`config.mk`:
```
export PLATFORM = sky130hd
export DESIGN_NAME = dlts_cell
export DESIGN_NICKNAME = d
export VERILOG_FILES = /design/src/hdl/dlts_pkg.sv /design/src/hdl/dlts_cell.sv
export SDC_FILE = /design/constraint.sdc
export NUM_CORES = 1
export LEC_CHECK = 0
export BUFFER_PORTS_ARGS = -buffer_cell sky130_fd_sc_hd__buf_4
export CAP_MARGIN = 20
export CELL_PAD_IN_SITES_DETAIL_PLACEMENT = 1
export CELL_PAD_IN_SITES_GLOBAL_PLACEMENT = 1
export CORE_UTILIZATION = 31
export CTS_CLUSTER_SIZE = 30
export DETAILED_ROUTE_END_ITERATION = 16
export GPL_ROUTABILITY_DRIVEN = 0
export PLACE_DENSITY = 0.85
export SLEW_MARGIN = 20
export SYNTH_ARGS = -nofsm -noshare
export SYNTH_HDL_FRONTEND = slang
export SYNTH_SLANG_ARGS = --single-unit
```
`constraint.sdc`:
```
create_clock -name clk -period 10.8 [get_ports clk]
set_input_delay 1.62 -clock clk [delete_from_list [all_inputs] [get_ports clk]]
set_output_delay 1.62 -clock clk [all_outputs]
set_load 0.05 [all_outputs]
```
`src/hdl/dlts_pkg.sv`:
```
// Delta list task scheduler: shared types and codes.
// No dependencies; imported by dlts_cell and delta_list_task_scheduler_top.
`timescale 1ns / 1ps
`default_nettype none

package dlts_pkg;

  localparam logic MODE_ADD      = 1'b0;
  localparam logic MODE_DISPATCH = 1'b1;

  typedef enum logic [1:0] {
    STAT_OK    = 2'd0,
    STAT_EMPTY = 2'd1,
    STAT_FULL  = 2'd2
  } status_t;

  typedef struct packed {
    logic        mode;
    logic [31:0] delay;
    logic [7:0]  task_id;
    logic [31:0] period;
  } in_t;

  typedef struct packed {
    logic        dispatched_valid;
    logic [7:0]  dispatched_id;
    logic [31:0] dispatched_period;
    logic [31:0] head_delta;
    logic [5:0]  entry_count;
    logic [1:0]  status;
  } out_t;

  // One list entry: key is the absolute due time modulo 2^32 against a
  // running base; the wait from now is key - base.
  typedef struct packed {
    logic        valid;
    logic [31:0] key;
    logic [7:0]  task_id;
    logic [31:0] period;
  } entry_t;

  typedef enum logic [1:0] {
    CELL_HOLD = 2'd0,
    CELL_INS  = 2'd1,
    CELL_POP  = 2'd2
  } cell_op_t;

  typedef struct packed {
    cell_op_t    op;
    logic [31:0] delay;  // wait of the inserted entry, relative to now
    logic [31:0] base;
    entry_t      ent;    // entry to insert
  } cell_ctrl_t;

endpackage

`default_nettype wire

```
`src/hdl/dlts_cell.sv`:
```
// One cell of the scheduler list: holds one entry, compares and shifts.
// Depends on dlts_pkg.
`timescale 1ns / 1ps
`default_nettype none

module dlts_cell (
  input  wire                  clk,
  input  wire                  rst_n,
  input  dlts_pkg::cell_ctrl_t ctrl_i,
  input  dlts_pkg::entry_t     prev_i,
  input  wire                  prev_after_i,
  input  dlts_pkg::entry_t     next_i,
  output dlts_pkg::entry_t     ent_o,
  output logic                 after_o
);
  import dlts_pkg::*;

  logic        vld_r;
  logic [31:0] key_r;
  logic [7:0]  id_r;
  logic [31:0] per_r;
  logic [31:0] cum;
  entry_t      ent_nxt;

  assign ent_o = '{valid: vld_r, key: key_r, task_id: id_r, period: per_r};

  // Total wait of this entry always fits 32 bits, so modular subtract is exact.
  always_comb begin
    cum     = key_r - ctrl_i.base;
    after_o = vld_r && (ctrl_i.delay >= cum);
  end

  always_comb begin
    ent_nxt = ent_o;
    unique case (ctrl_i.op)
      CELL_INS: begin
        if (!after_o) begin
          ent_nxt = prev_after_i ? ctrl_i.ent : prev_i;
        end
      end
      CELL_POP: begin
        ent_nxt = next_i;
      end
      default: begin
        ent_nxt = ent_o;
      end
    endcase
  end

  always_ff @(posedge clk) begin
    if (!rst_n) begin
      vld_r <= 1'b0;
    end else begin
      vld_r <= ent_nxt.valid;
    end
  end

  always_ff @(posedge clk) begin
    key_r <= ent_nxt.key;
    id_r  <= ent_nxt.task_id;
    per_r <= ent_nxt.period;
  end

endmodule

`default_nettype wire

```
==> results.sh <==
export IMPL_min_period_ps=7620
export IMPL_total_power_w=0.00118
export IMPL_clock_latency_ps=330
export IMPL_grt_usage_pct=22.6
export IMPL_synth_cell_area_um2=6050
export IMPL_rows=50
export IMPL_routed_wl_mm=23.2
export IMPL_ys_async_sr_fraction_pct=0
export IMPL_post_cts_buffers=0
export IMPL_die_w_um=142
export IMPL_final_antenna_net_count=0
export IMPL_status="finished, final reports clean"
export IMPL_grt_pass1_vias=6642
export IMPL_antenna_found_initial=0
export IMPL_area_delta_synth_final_pct=53.8
export IMPL_slew_headroom_pct=35.2
export IMPL_grt_max_degree=101
export IMPL_fin_crit_sh_pct=70.6
export IMPL_dpl_hpwl_mm=19.7
export IMPL_htreeDepth=3
export IMPL_die_height_um=142
export IMPL_clock_path_buffers=2
export IMPL_core_um2=18900
export IMPL_fin_nets=1349
export IMPL_ys_seq_elements=73
export IMPL_floorplan_initialDensity_pct=32.0
export IMPL_diodes=0
export IMPL_drcViolationCount=0
export IMPL_ir_drop_mv=0.0776
export IMPL_leakagePower_nw=4.55
export IMPL_wire_per_inst_um=18.4
export IMPL_hold_path_class="reg2reg"
export IMPL_num_vias=6288
export IMPL_finalMaxSlewViolations=0
export IMPL_start_kind="primary input"
export IMPL_cp_end_kind="output port"
export IMPL_finalHoldViolCount=0
export IMPL_synth_main_ff_cell="edfxtp_1"
export IMPL_seq_area_frac_synth_pct=36.1
export IMPL_cap_violations=0
export IMPL_synth_top_area_share_pct=35.7
export IMPL_fin_worst_skew_ps=13.7
export IMPL_die_area_um2=20100
export IMPL_yosysTopAreaCell="edfxtp_1"
export IMPL_tns_ps=0
export IMPL_yosys_top_cells_area="edfxtp_1 (36%), ha_1 (13%), mux2i_1 (12%), o21ai_0 (7.5%), nand2_1 (5.9%)"
export IMPL_path_max_fanout=4
export IMPL_worstMarginPinSlew_ps=969
export IMPL_grt_pass1_wl_mm=34.6
export IMPL_via_per_inst=4.99
export IMPL_clkTransAtPathRegs_ps=50
export IMPL_cp_data_arrival_time_ps=6000
export IMPL_critPathKind="in2out"
export IMPL_setup_viol=0
export IMPL_ios=362
export IMPL_cts_sinks=73
export IMPL_synth_edff_count=72
export IMPL_numCtsBuffers=9
export IMPL_synth_warnings=0
export IMPL_drive_gt1_share_pct=38.9
export IMPL_postCtsHoldBufs=0
export IMPL_worstPathRequired_ps=9180
export IMPL_port_buffers=361
export IMPL_grt_overflow=0
export IMPL_fillers=2269
export IMPL_rsz0062_at_grt="false"
export IMPL_power_density_nw_per_um2=126
export IMPL_utilization_pct=49.3
export IMPL_syn_inst=649
export IMPL_syn_nets=1001
export IMPL_cts_resized=0
export IMPL_hold_ws_ps=827
export IMPL_synth_cell_types=50
export IMPL_cts_tree="built"
export IMPL_avgSynthCellArea_um2=9.32
export IMPL_drt_pass1_iterations=4
export IMPL_cts_root_buf="clkbuf_16"
export IMPL_drt_initial_drc_count=200
export IMPL_fmax_mhz=131
cell usage after synthesis, types with 2 or more instances:
master	number
nor2_1	20
buf_2	2
o21a_1	5
o21bai_1	3
a21o_1	20
ha_1	63
a211o_1	4
nand2b_1	7
o211ai_1	2
clkbuf_1	18
o31ai_1	2
inv_1	42
xnor2_1	17
nor2b_1	10
a21oi_1	36
mux2i_1	74
or2_2	2
edfxtp_1	72
a31oi_1	4
and3_1	2
xor2_1	10
nand3_1	6
a211oi_1	3
nor3_1	3
nand4_1	7
nand2_1	95
a2111oi_0	2
buf_1	6
o21ai_0	91
routing by layer:
layer	vias up	part of all wire [%]	global-route usage (%)
li1	3063	-	-
met1	2974	40	26.0
met2	211	52	41.0
met3	40	5.4	4.69
met4	0	2.8	8.43
met5	-	0	0
metrics by stage:
| step | instance area (um^2) | instances | setup WS (ps) |
|---|---|---|---|
| after global placement | 9020 | 1246 | 2950 |
| final | 9310 | 1261 | 3180 |
| after floorplan | 6050 | 649 | 1250 |
| after CTS | 9300 | 1261 | 2800 |
| after global routing | 9310 | 1261 | 2870 |
| after detailed placement | 9020 | 1246 | 2780 |
cells by family after synthesis:
logic type      synth area share (%)
xor+xnor                        3.91
mux                             12.2
simple gates                    11.1
buf+inv                         4.38
flops                           36.1
fa+ha+maj                       13.4
compound gates                  18.9
critical path: stages:
cell	delay, ps
buf_4	90
ha_1	150
inv_1	50
fa_1	400
a21oi_1	140
nor2b_1	80
a311o_2	430
a211o_2	360
a41oi_2	260
o31ai_2	140
a211o_1	280
a21oi_2	140
xor2_1	80
ha_1	280
nand4_1	140
nor2_1	190
nand2_1	90
o41ai_2	740
buf_4	330
final timing paths:
check | from | slack, ps | to | cells after the start
worst max register to register | key_r[0] | 4610 | key_r[30] | 22
worst min-delay path | vld_r | 830 | vld_r | 3
worst min register to register | vld_r | 830 | vld_r | 3
worst max-delay path | ctrl_i[73] | 3180 | after_o | 19
cell type report:
class,instances,area [um^2],share of cell area (%)
Multi-Input combinational cell,507,3630,39.0
Timing Repair Buffer,364,2730,29.4
Sequential cell,73,2180,23.5
Tap cell,260,325,3.50
Clock buffer,11,233,2.50
Inverter,42,158,1.69
Clock inverter,4,45.0,0.484
where the power goes:
part	switching (W)	total [W]	internal, W
registers	0.0000160	0.000366	0.000350
logic	0.000301	0.000524	0.000222
clock network	0.000111	0.000287	0.000176
total	0.000428	0.00118	0.000749
state kept, by name (all words and copies together) (netlist names):
name,cells
id_r,8
key_r,32
per_r,32
vld_r,1
cells in the final DEF (no fill, tap or decap), drive strengths merged, types with 4 or more instances in the layout:
| cell | instances |
|---|---|
| mux2i | 74 |
| xnor2 | 17 |
| nand2 | 95 |
| clkbuf | 11 |
| nand4 | 7 |
| buf | 364 |
| nand2b | 7 |
| xor2 | 10 |
| a21oi | 37 |
| ha | 63 |
| inv | 42 |
| nand3 | 6 |
| nor2b | 10 |
| o21a | 5 |
| a21o | 21 |
| a211o | 5 |
| edfxtp | 72 |
| o21ai | 92 |
| nor2 | 20 |
| a31oi | 4 |
(Power assumes the default switching activity.)
